`src/arc_pkg.sv`:
```
// arc_pkg: types and constants shared by the ARP reply cache.
// Holds the item and result payloads, the table write request and the ARP check values.
// No dependencies.
`default_nettype none

package arc_pkg;

	localparam int IP_W  = 32;
	localparam int MAC_W = 48;

	localparam logic       CMD_HEADER = 1'b0;
	localparam logic       CMD_LOOKUP = 1'b1;

	localparam logic [10:0] MIN_ARP_FRAME = 11'd42;
	localparam logic [15:0] HW_ETHERNET   = 16'h0001;
	localparam logic [15:0] PROTO_IPV4    = 16'h0800;
	localparam logic [15:0] OP_REPLY      = 16'h0002;

	typedef struct packed {
		logic             command;
		logic [10:0]      frame_length;
		logic [15:0]      hw_type;
		logic [15:0]      proto_type;
		logic [15:0]      operation;
		logic [MAC_W-1:0] sender_mac;
		logic [IP_W-1:0]  sender_ip;
		logic [IP_W-1:0]  query_ip;
	} arc_item_t;

	typedef struct packed {
		logic             hit;
		logic [MAC_W-1:0] mac;
		logic             send_request;
		logic [IP_W-1:0]  request_sender_ip;
		logic [IP_W-1:0]  request_query_ip;
		logic             stored;
	} arc_result_t;

	typedef struct packed {
		logic             en;
		logic [IP_W-1:0]  ip;
		logic [MAC_W-1:0] mac;
	} arc_store_t;

endpackage

`default_nettype wire

```
`src/arc_item_if.sv`:
```
// arc_item_if: valid/ready channel carrying one input item of the ARP reply cache.
// Depends on arc_pkg.
`default_nettype none

interface arc_item_if;
	import arc_pkg::*;

	logic      valid;
	logic      ready;
	arc_item_t data;

	modport source (output valid, output data, input ready);
	modport sink   (input valid, input data, output ready);
endinterface

`default_nettype wire

```
`src/arc_result_if.sv`:
```
// arc_result_if: valid/ready channel carrying one result of the ARP reply cache.
// Depends on arc_pkg.
`default_nettype none

interface arc_result_if;
	import arc_pkg::*;

	logic        valid;
	logic        ready;
	arc_result_t data;

	modport source (output valid, output data, input ready);
	modport sink   (input valid, input data, output ready);
endinterface

`default_nettype wire

```
`src/arc_cfg_if.sv`:
```
// arc_cfg_if: valid/ready write channel for the local IPv4 address register.
// Depends on arc_pkg.
`default_nettype none

interface arc_cfg_if;
	import arc_pkg::*;

	logic            valid;
	logic            ready;
	logic [IP_W-1:0] data;

	modport source (output valid, output data, input ready);
	modport sink   (input valid, input data, output ready);
endinterface

`default_nettype wire

```
`src/arc_table.sv`:
```
// arc_table: IPv4 to MAC table with parallel compare, priority pick and one write per cycle.
// Depends on arc_pkg.
`default_nettype none

module arc_table #(
	parameter int Entries = 16
) (
	input  wire                        clk,
	input  wire                        arst_n,
	input  wire  arc_pkg::arc_store_t  store,
	input  wire  [arc_pkg::IP_W-1:0]   lookup_ip,
	output logic                       hit,
	output logic [arc_pkg::MAC_W-1:0]  hit_mac
);
	import arc_pkg::*;

	localparam int IdxW = (Entries > 1) ? $clog2(Entries) : 1;

	logic [Entries-1:0] valid_q;
	logic [IP_W-1:0]    ip_q  [Entries];
	logic [MAC_W-1:0]   mac_q [Entries];

	logic [IdxW-1:0] slot;
	logic [IdxW-1:0] hit_idx;

	always_comb begin
		slot    = '0;
		hit     = 1'b0;
		hit_idx = '0;
		for (int i = Entries - 1; i >= 0; i--) begin
			if (!valid_q[i] || ip_q[i] == store.ip) begin
				slot = IdxW'(i);
			end
			if (valid_q[i] && ip_q[i] == lookup_ip) begin
				hit     = 1'b1;
				hit_idx = IdxW'(i);
			end
		end
	end

	assign hit_mac = mac_q[hit_idx];

	always_ff @(posedge clk or negedge arst_n) begin
		if (!arst_n) begin
			valid_q <= '0;
		end else if (store.en) begin
			valid_q[slot] <= 1'b1;
		end
	end

	always_ff @(posedge clk) begin
		if (store.en) begin
			ip_q[slot]  <= store.ip;
			mac_q[slot] <= store.mac;
		end
	end

endmodule

`default_nettype wire

```
`src/arp_reply_cache_core.sv`:
```
// arp_reply_cache_core: ARP reply cache, stores valid ARP replies and answers IPv4 lookups.
// Depends on arc_pkg, arc_item_if, arc_result_if, arc_cfg_if and arc_table.
//
//   port     direction  payload        transaction
//   item     sink       arc_item_t     header (command 0) or lookup (command 1)
//   result   source     arc_result_t   one per item, in item order
//   cfg      sink       local_ip       register write, always ready
//
// An item is registered on acceptance and its result when it advances; one item per cycle
// while results are taken. The table compare, slot pick and write sit between the input
// and result registers, so a lookup sees every header accepted before it. Reset clears all
// valid marks at once. A stalled result holds the result register; the input register
// still takes an item while the result register is free or being taken.
`default_nettype none

module arp_reply_cache_core #(
	parameter int CACHE_ENTRIES = 16
) (
	input  wire          clk,
	input  wire          arst_n,
	arc_item_if.sink     item,
	arc_result_if.source result,
	arc_cfg_if.sink      cfg
);
	import arc_pkg::*;

	logic [IP_W-1:0] local_ip_val_q;

	logic        item_v_s1;
	arc_item_t   item_s1;
	logic        res_v_q;
	arc_result_t res_q;

	logic        advance;
	logic        header_ok;
	logic        is_lookup;
	logic        tbl_hit;
	logic [MAC_W-1:0] tbl_mac;
	arc_store_t  store;
	arc_result_t res_d;

	assign cfg.ready = 1'b1;

	always_ff @(posedge clk or negedge arst_n) begin
		if (!arst_n) begin
			local_ip_val_q <= '0;
		end else if (cfg.valid) begin
			local_ip_val_q <= cfg.data;
		end
	end

	assign advance    = item_v_s1 && (!res_v_q || result.ready);
	assign item.ready = !item_v_s1 || advance;

	always_ff @(posedge clk or negedge arst_n) begin
		if (!arst_n) begin
			item_v_s1 <= 1'b0;
		end else if (item.ready) begin
			item_v_s1 <= item.valid;
		end
	end

	always_ff @(posedge clk) begin
		if (item.valid && item.ready) begin
			item_s1 <= item.data;
		end
	end

	assign is_lookup = item_s1.command == CMD_LOOKUP;
	assign header_ok = item_s1.command == CMD_HEADER &&
		item_s1.frame_length >= MIN_ARP_FRAME &&
		item_s1.hw_type == HW_ETHERNET &&
		item_s1.proto_type == PROTO_IPV4 &&
		item_s1.operation == OP_REPLY;

	assign store.en  = advance && header_ok;
	assign store.ip  = item_s1.sender_ip;
	assign store.mac = item_s1.sender_mac;

	arc_table #(
		.Entries (CACHE_ENTRIES)
	) u_table (
		.clk       (clk),
		.arst_n    (arst_n),
		.store     (store),
		.lookup_ip (item_s1.query_ip),
		.hit       (tbl_hit),
		.hit_mac   (tbl_mac)
	);

	always_comb begin
		res_d                   = '0;
		res_d.hit               = is_lookup && tbl_hit;
		res_d.mac               = (is_lookup && tbl_hit) ? tbl_mac : '0;
		res_d.send_request      = is_lookup && !tbl_hit;
		res_d.request_sender_ip = (is_lookup && !tbl_hit) ? local_ip_val_q : '0;
		res_d.request_query_ip  = (is_lookup && !tbl_hit) ? item_s1.query_ip : '0;
		res_d.stored            = header_ok;
	end

	always_ff @(posedge clk or negedge arst_n) begin
		if (!arst_n) begin
			res_v_q <= 1'b0;
		end else if (advance) begin
			res_v_q <= 1'b1;
		end else if (result.ready) begin
			res_v_q <= 1'b0;
		end
	end

	always_ff @(posedge clk) begin
		if (advance) begin
			res_q <= res_d;
		end
	end

	assign result.valid = res_v_q;
	assign result.data  = res_q;

	a_hit_xor_request: assert property (@(posedge clk) disable iff (!arst_n)
		res_v_q |-> !(res_q.hit && res_q.send_request))
		else $error("hit and request raised together");

	a_stored_alone: assert property (@(posedge clk) disable iff (!arst_n)
		(res_v_q && res_q.stored) |-> (!res_q.hit && !res_q.send_request))
		else $error("stored result carries lookup fields");

	a_advance_fills: assert property (@(posedge clk) disable iff (!arst_n)
		advance |=> res_v_q)
		else $error("result register not filled after advance");

	a_s1_holds: assert property (@(posedge clk) disable iff (!arst_n)
		(item_v_s1 && !advance) |=> (item_v_s1 && $stable(item_s1)))
		else $error("stalled input register changed");

	a_store_header: assert property (@(posedge clk) disable iff (!arst_n)
		store.en |-> (item_v_s1 && !is_lookup))
		else $error("table written without a header in flight");

endmodule

`default_nettype wire

```
`src/flat_wrapper.sv`:
```
// flat-port wrapper written by rule: the top's interface ports become plain ports
module arp_reply_cache_core_flat import arc_pkg::*;
#(
	parameter int CACHE_ENTRIES = 16
)
  (clk, arst_n, item_valid, item_data, item_ready, result_valid, result_data, result_ready, cfg_valid, cfg_data, cfg_ready);
  arc_item_if item_i ();
  arc_result_if result_i ();
  arc_cfg_if cfg_i ();
  input  wire clk;
  input  wire arst_n;
  input wire logic [$bits(item_i.valid)-1:0] item_valid;
  input wire logic [$bits(item_i.data)-1:0] item_data;
  output wire logic [$bits(item_i.ready)-1:0] item_ready;
  output wire logic [$bits(result_i.valid)-1:0] result_valid;
  output wire logic [$bits(result_i.data)-1:0] result_data;
  input wire logic [$bits(result_i.ready)-1:0] result_ready;
  input wire logic [$bits(cfg_i.valid)-1:0] cfg_valid;
  input wire logic [$bits(cfg_i.data)-1:0] cfg_data;
  output wire logic [$bits(cfg_i.ready)-1:0] cfg_ready;
  assign item_i.valid = item_valid;
  assign item_i.data = item_data;
  assign item_ready = item_i.ready;
  assign result_valid = result_i.valid;
  assign result_data = result_i.data;
  assign result_i.ready = result_ready;
  assign cfg_i.valid = cfg_valid;
  assign cfg_i.data = cfg_data;
  assign cfg_ready = cfg_i.ready;
  arp_reply_cache_core #(.CACHE_ENTRIES(CACHE_ENTRIES)) u_core (.clk(clk), .arst_n(arst_n), .item(item_i), .result(result_i), .cfg(cfg_i));
endmodule
```
`config.mk`:
```
export PLATFORM = sky130hd
export DESIGN_NAME = arp_reply_cache_core_flat
export DESIGN_NICKNAME = d
export VERILOG_FILES = /design/src/arc_pkg.sv /design/src/arc_item_if.sv /design/src/arc_result_if.sv /design/src/arc_cfg_if.sv /design/src/arc_table.sv /design/src/arp_reply_cache_core.sv /design/src/flat_wrapper.sv
export SDC_FILE = /design/constraint.sdc
export NUM_CORES = 2
export LEC_CHECK = 0
export ABC_AREA = 1
export BUFFER_PORTS_ARGS = -buffer_cell sky130_fd_sc_hd__buf_2
export CELL_PAD_IN_SITES_DETAIL_PLACEMENT = 1
export CELL_PAD_IN_SITES_GLOBAL_PLACEMENT = 2
export CORE_MARGIN = 8
export CORE_UTILIZATION = 38
export CTS_CLUSTER_DIAMETER = 60
export DETAILED_ROUTE_END_ITERATION = 8
export PLACE_DENSITY_LB_ADDON = 0.1
export SYNTH_ARGS = -nofsm -noshare
export SYNTH_HDL_FRONTEND = slang
export SYNTH_SLANG_ARGS = --single-unit
```
`constraint.sdc`:
```
create_clock -name clk -period 7.5 [get_ports clk]
set_input_delay 0.375 -clock clk [delete_from_list [all_inputs] [get_ports clk]]
set_output_delay 0.375 -clock clk [all_outputs]
set_load 0.02 [all_outputs]
```
==> Word-level counts from Yosys, hierarchy flattened <==
Memories as Yosys holds them, arrays and structs flattened. A register that Yosys moved wholly into a read port is not among the register bits.
Index checks and enable logic that the tools add are counted.
{ "op_classes": {"order_cmp": 3, "eq_ne": 35, "mux": 54, "n_bitwise": 2, "reduce_logical": 65} }
{ "ops": {"columns": ["operator", "count"], "rows": [
  ["32-bit equality test", 32],
  ["4-bit two-way mux", 32],
  ["1-bit logical AND", 26],
  ["1-bit two-way mux", 21],
  ["1-bit logical NOT", 20],
  ["1-bit logical OR", 18],
  ["16-bit by 1-bit equality test with 1-bit output (second input constant)", 1],
  ["16-bit by 12-bit equality test with 1-bit output (second input constant)", 1],
  ["16-bit by 2-bit equality test with 1-bit output (second input constant)", 1],
  ["16-bit OR", 1],
  ["11-bit by 6-bit greater-or-equal comparator with 1-bit output (second input constant)", 1],
  ["4-bit by 5-bit < comparator with 1-bit output (second input constant)", 1],
  ["1-bit demux with 4-bit select", 1],
  ["4-bit by 1-bit greater-or-equal comparator with 1-bit output (second input constant)", 1],
  ["2-bit nonzero test", 1],
  ["1-bit inverter", 1]
]} }
{ "word_totals": {"regBits": 289, "mem_bits_rw": 1280, "output_inout_bits": 118, "word_cells": 178, "memories": 2} }
{ "memory_table": {"columns": ["memory", "depth", "width", "rd", "rd_clocked_by_memory_dff", "wr", "line_no", "rtl"], "rows": [
  ["u_core.u_table.mac_q", 16, 48, 1, 1, 1, "arc_table.sv:21", "logic [MAC_W-1:0] mac_q [Entries];"],
  ["u_core.u_table.ip_q", 16, 32, 16, 0, 1, "arc_table.sv:20", "logic [IP_W-1:0] ip_q [Entries];"]
]} }

==> Logic depth before layout (Yosys ltp) <==
An unclocked memory read counts as a cell.
{ "depth": {"depth_word": 24, "mapped_depth": 32, "ltp_nobuf": 29} }

==> Modules after synthesis <==
A second synthesis with hierarchy kept.
{ "unflattened": {"hier_cells": 6434, "hier_area_um2": 72628.4} }
{ "modules_own_cells": {"columns": ["mod", "n_inst", "cells_each", "area_per_inst_um2"], "rows": [
  ["arc_table", 1, 5736, 61607.8],
  ["arp_reply_cache_core", 1, 698, 11020.6]
]} }

==> Worst setup path before layout <==
Ideal clock, no wire load.
{ "synth_timing": {"path_type": "flip-flop to flip-flop", "startpoint": "register u_core.res_v_q, in the netlist u_core.result.valid", "endpoint": "memory u_core.u_table.ip_q[1][0] (enable)", "arrival_ps": 6820, "required_time_ps": 6981, "path_slack_ps": 161, "stages_incl_launch_ff": 8, "path_buffers": 0, "period_less_slack_ps": 7339, "cell_sequence": "dfrtp_1 > nand2_1 > nand2_1 > inv_1 > nand3_1 > nor2_1 > inv_1 > nor2_1"} }
{ "synth_via": {"elab_chain_len": 6} }
{ "synth_rtl": {"columns": ["item", "line_no", "rtl"], "rows": [
  ["start: declaration", "arp_reply_cache_core.sv:31", "logic res_v_q;"],
  ["start signal: assignment", "arp_reply_cache_core.sv:103", "res_v_q <= 1'b0;"],
  ["start signal: assignment", "arp_reply_cache_core.sv:105", "res_v_q <= 1'b1;"],
  ["start signal: assignment", "arp_reply_cache_core.sv:107", "res_v_q <= 1'b0;"],
  ["1-bit logical NOT", "arp_reply_cache_core.sv:52", "assign advance = item_v_s1 && (!res_v_q || result.ready);"],
  ["1-bit logical OR", "arp_reply_cache_core.sv:52", null],
  ["1-bit logical AND", "arp_reply_cache_core.sv:52", null],
  ["net u_core.advance", "arp_reply_cache_core.sv:34", "logic advance;"],
  ["1-bit logical AND", "arp_reply_cache_core.sv:76", "assign store.en = advance && header_ok;"],
  ["1-bit two-way mux", "arc_table.sv:52", "if (store.en) begin"],
  ["1-bit two-way mux (implied by the code)", "arc_table.sv:53", "ip_q[slot] <= store.ip;"],
  ["end: declaration", "arc_table.sv:20", null]
]} }
The timed path passes the listed nets, and every way through them passes these cells.

==> Worst setup path after layout <==
{ "layout_timing": {"startpoint": "register u_core.item_s1[3] (netlist bit)", "endpoint": "register, netlist name u_core.result.data[100]"} }
{ "layout_via": {"elab_chain_len": 20} }
{ "layout_rtl": {"columns": ["item", "line_no", "rtl"], "rows": [
  ["start: declaration", "arp_reply_cache_core.sv:30", "arc_item_t item_s1;"],
  ["start signal: assignment", "arp_reply_cache_core.sv:65", "item_s1 <= item.data;"],
  ["32-bit equality test", "arc_table.sv:34", "if (valid_q[i] && ip_q[i] == lookup_ip) begin"],
  ["1-bit logical AND", "arc_table.sv:34", null],
  ["1-bit two-way mux (16 in a row)", "arc_table.sv:34", null],
  ["1-bit logical AND", "arp_reply_cache_core.sv:94", "res_d.mac = (is_lookup && tbl_hit) ? tbl_mac : '0;"],
  ["1-bit logical NOT (no source line)", null, null]
]} }
Several ways; a longest one is shown, not always the timed one.
A chain may end at the register's enable or synchronous reset.

==> results.cfg <==
[status]
status = finished, final reports clean

[placement]
place_area_um2 = 78800
dp_hpwl_um = 168000
port_buffers = 324
gp_congestion = 0.906

[power_and_ir_drop]
power_density_nw_per_um2 = 243
p_int_w = 0.0160
power_switching_w = 0.00520
pwr-share-comb = 0.073
switching_share = 0.246
power.share.clock = 0.439
p_leak_nw = 33.4
peakVddDrop_uv = 168
p_seq_frac = 0.488

[worst_setup_path]
r2r_setup_slack_ps = 1670
critPathKind = reg2reg
reg2reg_from = u_core.item_s1[3]$_DFFE_PP_
cp.required_ps = 8060
end_kind = flip-flop
crit_arrival_ps = 6390
cp-startpoint = u_core.item_s1[3]$_DFFE_PP_
worstSetupEndpoint = u_core.result.data[100]$_SDFFCE_PN0P_
r2r_end = u_core.result.data[100]$_SDFFCE_PN0P_
slowest_delay_ps = 940
path_common_cell = nand2_1
reg2regPathDepth = 20
critPathLaunchType = flip-flop
cp_slowest_cell = o21ai_0
path_cells = inv_2 > nor2_1 > nor2_1 > nand2_1 > nor3_1 > nand3_1 > o21ai_0 > nand3_1 > nand2_1 > nand2_1 > nand2_1 > nand2_1 > nand2_1 > nand3_4 > buf_12 > buf_4 > nand3_1 > nand3_1 > nand3_1 > a21oi_1
cp_max_fo = 128

[sta]
drv_slew = 0
worst_clock_skew_ps = 33.7
period_share = 0.777
fin_crit_ps = 5830
fin_tns_setup_ps = 0
tightest_slew_ps = 1390
rsz0062_at_grt = no
setup_viol = 0
hold_viol = 0
hold_slack_ps = 236
slew_headroom = 0.0708
max_freq_mhz = 172

[routing]
avgRoutedWirePerCell_um = 29.9
drc = 0
routed_wl_um = 292000
drt-initial-drc-count = 5893
via_count = 54461
ant_nets = 0
vias_per_cell = 5.58
firstDrtPassIters = 6

[floorplanning]
die_y_um = 456
ios = 327
core_area_um2 = 193000
die_area_um2 = 208000
fp.dieW_um = 456
rows = 161
start_util = 0.382

[cts]
clock_latency_ps = 850
cts_setup_buffers = 0
numCtsBuffers = 189
hold_buffers = 206
ctsRootBufferMaster = clkbuf_16
cts_buffer_depth = 3
htree_num_levels = 4
ctsResizeCount = 0
cts.sink_count = 1616
cts.clk_slew.worst_paths_ps = 60
cts_tree = done

[logic_synthesis]
synth_seq_cells = 1616
ys.flop_type = edfxtp_1
synth_edf_count = 1566
async_reset_ff_frac = 0.0309
synthTopCellsByArea = edfxtp_1 64%, nand3_1 6.1%, nand2_1 5.3%
synth_cell_type_count = 54
yosysSeqAreaShare = 0.656
yosysWarnings = 0
synth_top_area_share = 0.639
synth_largest_area_cell = edfxtp_1
synth_fp_nets = 6724
netlist_instances = 6515
avgSynthCellArea_um2 = 11.3
synth_area_um2 = 73600

[hold_path]
hp-class = in2reg

[cells_and_area]
post-route-util = 0.452
syn2layout_area_growth_pct = 18.3
design_area_um2 = 87000
final_nets = 7273
layout-drive-gt1-share = 0.123

[global_route]
grt_pass1_vias = 54933
grt_pass1_wl_um = 410000
track_usage = 0.271
grt_max_degree = 181
antenna_found_initial = 23
globalRouteOverflowTotal = 0

[flow_run]
drv_cap = 0
[worst min-delay path by stage]
stage | startpoint | to | cells after the start
after CTS | item_data[139] | u_core.item_s1[139]$_DFFE_PP_ | 2
after floorplan | arst_n | u_core.item_v_s1$_DFFE_PN0N_ | 0
final | item_data[1] | u_core.item_s1[1]$_DFFE_PP_ | 2
after detailed placement | u_core.u_table.valid_q[8]$_DFFE_PN0P_ | u_core.u_table.valid_q[8]$_DFFE_PN0P_ | 2
after global placement | u_core.u_table.valid_q[8]$_DFFE_PN0P_ | u_core.u_table.valid_q[8]$_DFFE_PN0P_ | 2
after global routing | item_data[142] | u_core.item_s1[142]$_DFFE_PP_ | 2
[power by group through the flow]
stage                     Sequential [W]  Clock (W)  Combinational [W]
after floorplan                   0.0106          0           0.000556
after global placement            0.0105          0            0.00141
after detailed placement          0.0105          0            0.00142
after CTS                         0.0103    0.00943            0.00151
after global routing              0.0103    0.00978            0.00159
final                             0.0103    0.00929            0.00155
[synthesized netlist by cell type (2+ instances only)]
library cell  number
a31oi_1            8
o21ai_1           14
o211ai_1           4
o2111ai_1         20
nor4_1           115
nand3b_1         243
dfrtp_1           50
or4_1              9
clkbuf_1         104
o21ai_0          131
and3_1             7
nand3_1          897
a21oi_1           80
a22o_1            17
inv_2             28
or2_1              3
nand2_4            2
a221oi_1          15
buf_2            196
o22ai_1          122
nand4_1          104
nor3b_1            2
clkinv_1           2
nand2_1         1036
or2_2             30
buf_4             35
nor4b_1            6
nor3_1            32
inv_1            804
xor2_1           238
edfxtp_1        1566
buf_6             13
buf_1             15
and2_1             7
inv_4              5
a41oi_1            5
nor2_1           246
xnor2_1          280
a211oi_1           9
[critical path, delay by kind of cell (launching register included)]
kind            cells  cell delay, ps
simple gates       15            2100
buf+inv             3            1590
compound gates      2            1030
flops               1             710
[layer usage]
layer  up-vias  global-route usage  routed length [um]
met5         -                   0                  40
met1     27987               0.386              130000
met2      2352               0.414              128000
met3       483              0.0592               24900
li1      23633                   -                   -
met4         6              0.0844                9080
[area by class of cell]
cell class / instances / area, um2
diodes: 13 / 32.5
flip-flops and latches: 1616 / 48300
clock inverters: 112 / 1120
fillers: 20416 / 106000
multi-input cells: 3697 / 20500
clock buffers: 240 / 5050
well taps: 2526 / 3160
repair buffers: 721 / 5710
inverters: 839 / 3190
[metrics by stage]
stage / total power, W / cells / worst slack, ps
after floorplan: 0.0111 / 6515 / 161
after global placement: 0.0119 / 9193 / 1750
after detailed placement: 0.0119 / 9193 / 1720
after CTS: 0.0213 / 9751 / 1750
after global routing: 0.0217 / 9754 / 1410
final: 0.0212 / 9764 / 1670
[cell families (layout without fill, tap and decap cells)]
group / after synthesis / in the layout / share of synthesized area
buf+inv: 1202 / 1912 / 0.0679
compound gates: 433 / 433 / 0.0356
xor+xnor: 518 / 518 / 0.0616
flops: 1616 / 1616 / 0.656
simple gates: 2745 / 2745 / 0.179
other cells: 1 / 14 / 0.0000510
[layout by cell type, fill, tap and decap left out, drive strengths merged, types with 2 or more instances in the layout]
master and instances:
edfxtp 1566, nand2 1039, nand3 898, inv 845, buf 515, xnor2 280, nor2 246, nand3b 243
clkbuf 240, xor2 238, dlygate4sd3 206, o21ai 145, o22ai 122, nor4 115, nand4 105, clkinv 82
a21oi 81, dfrtp 50, or2 34, nor3 33, o2111ai 20, bufinv 18, a22o 17, a221oi 16
diode 13, or4 9, a211oi 9, a31oi 8, and2 8, and3 7, nor4b 6, clkinvlp 6
a41oi 5, o211ai 4, nor3b 2
[sequential cells by signal, summed over array words and instances (netlist names)]
signal / flops
u_core.item_s1: 170
u_core.item_v_s1: 1
u_core.u_table.mac_q: 768
u_core.result.valid: 1
u_core.u_table.ip_q: 512
u_core.result.data: 115
u_core.local_ip_val_q: 32
u_core.u_table.valid_q: 16
u_core.is_lookup: 1
Note: power is estimated with default switching activity, not from simulation.
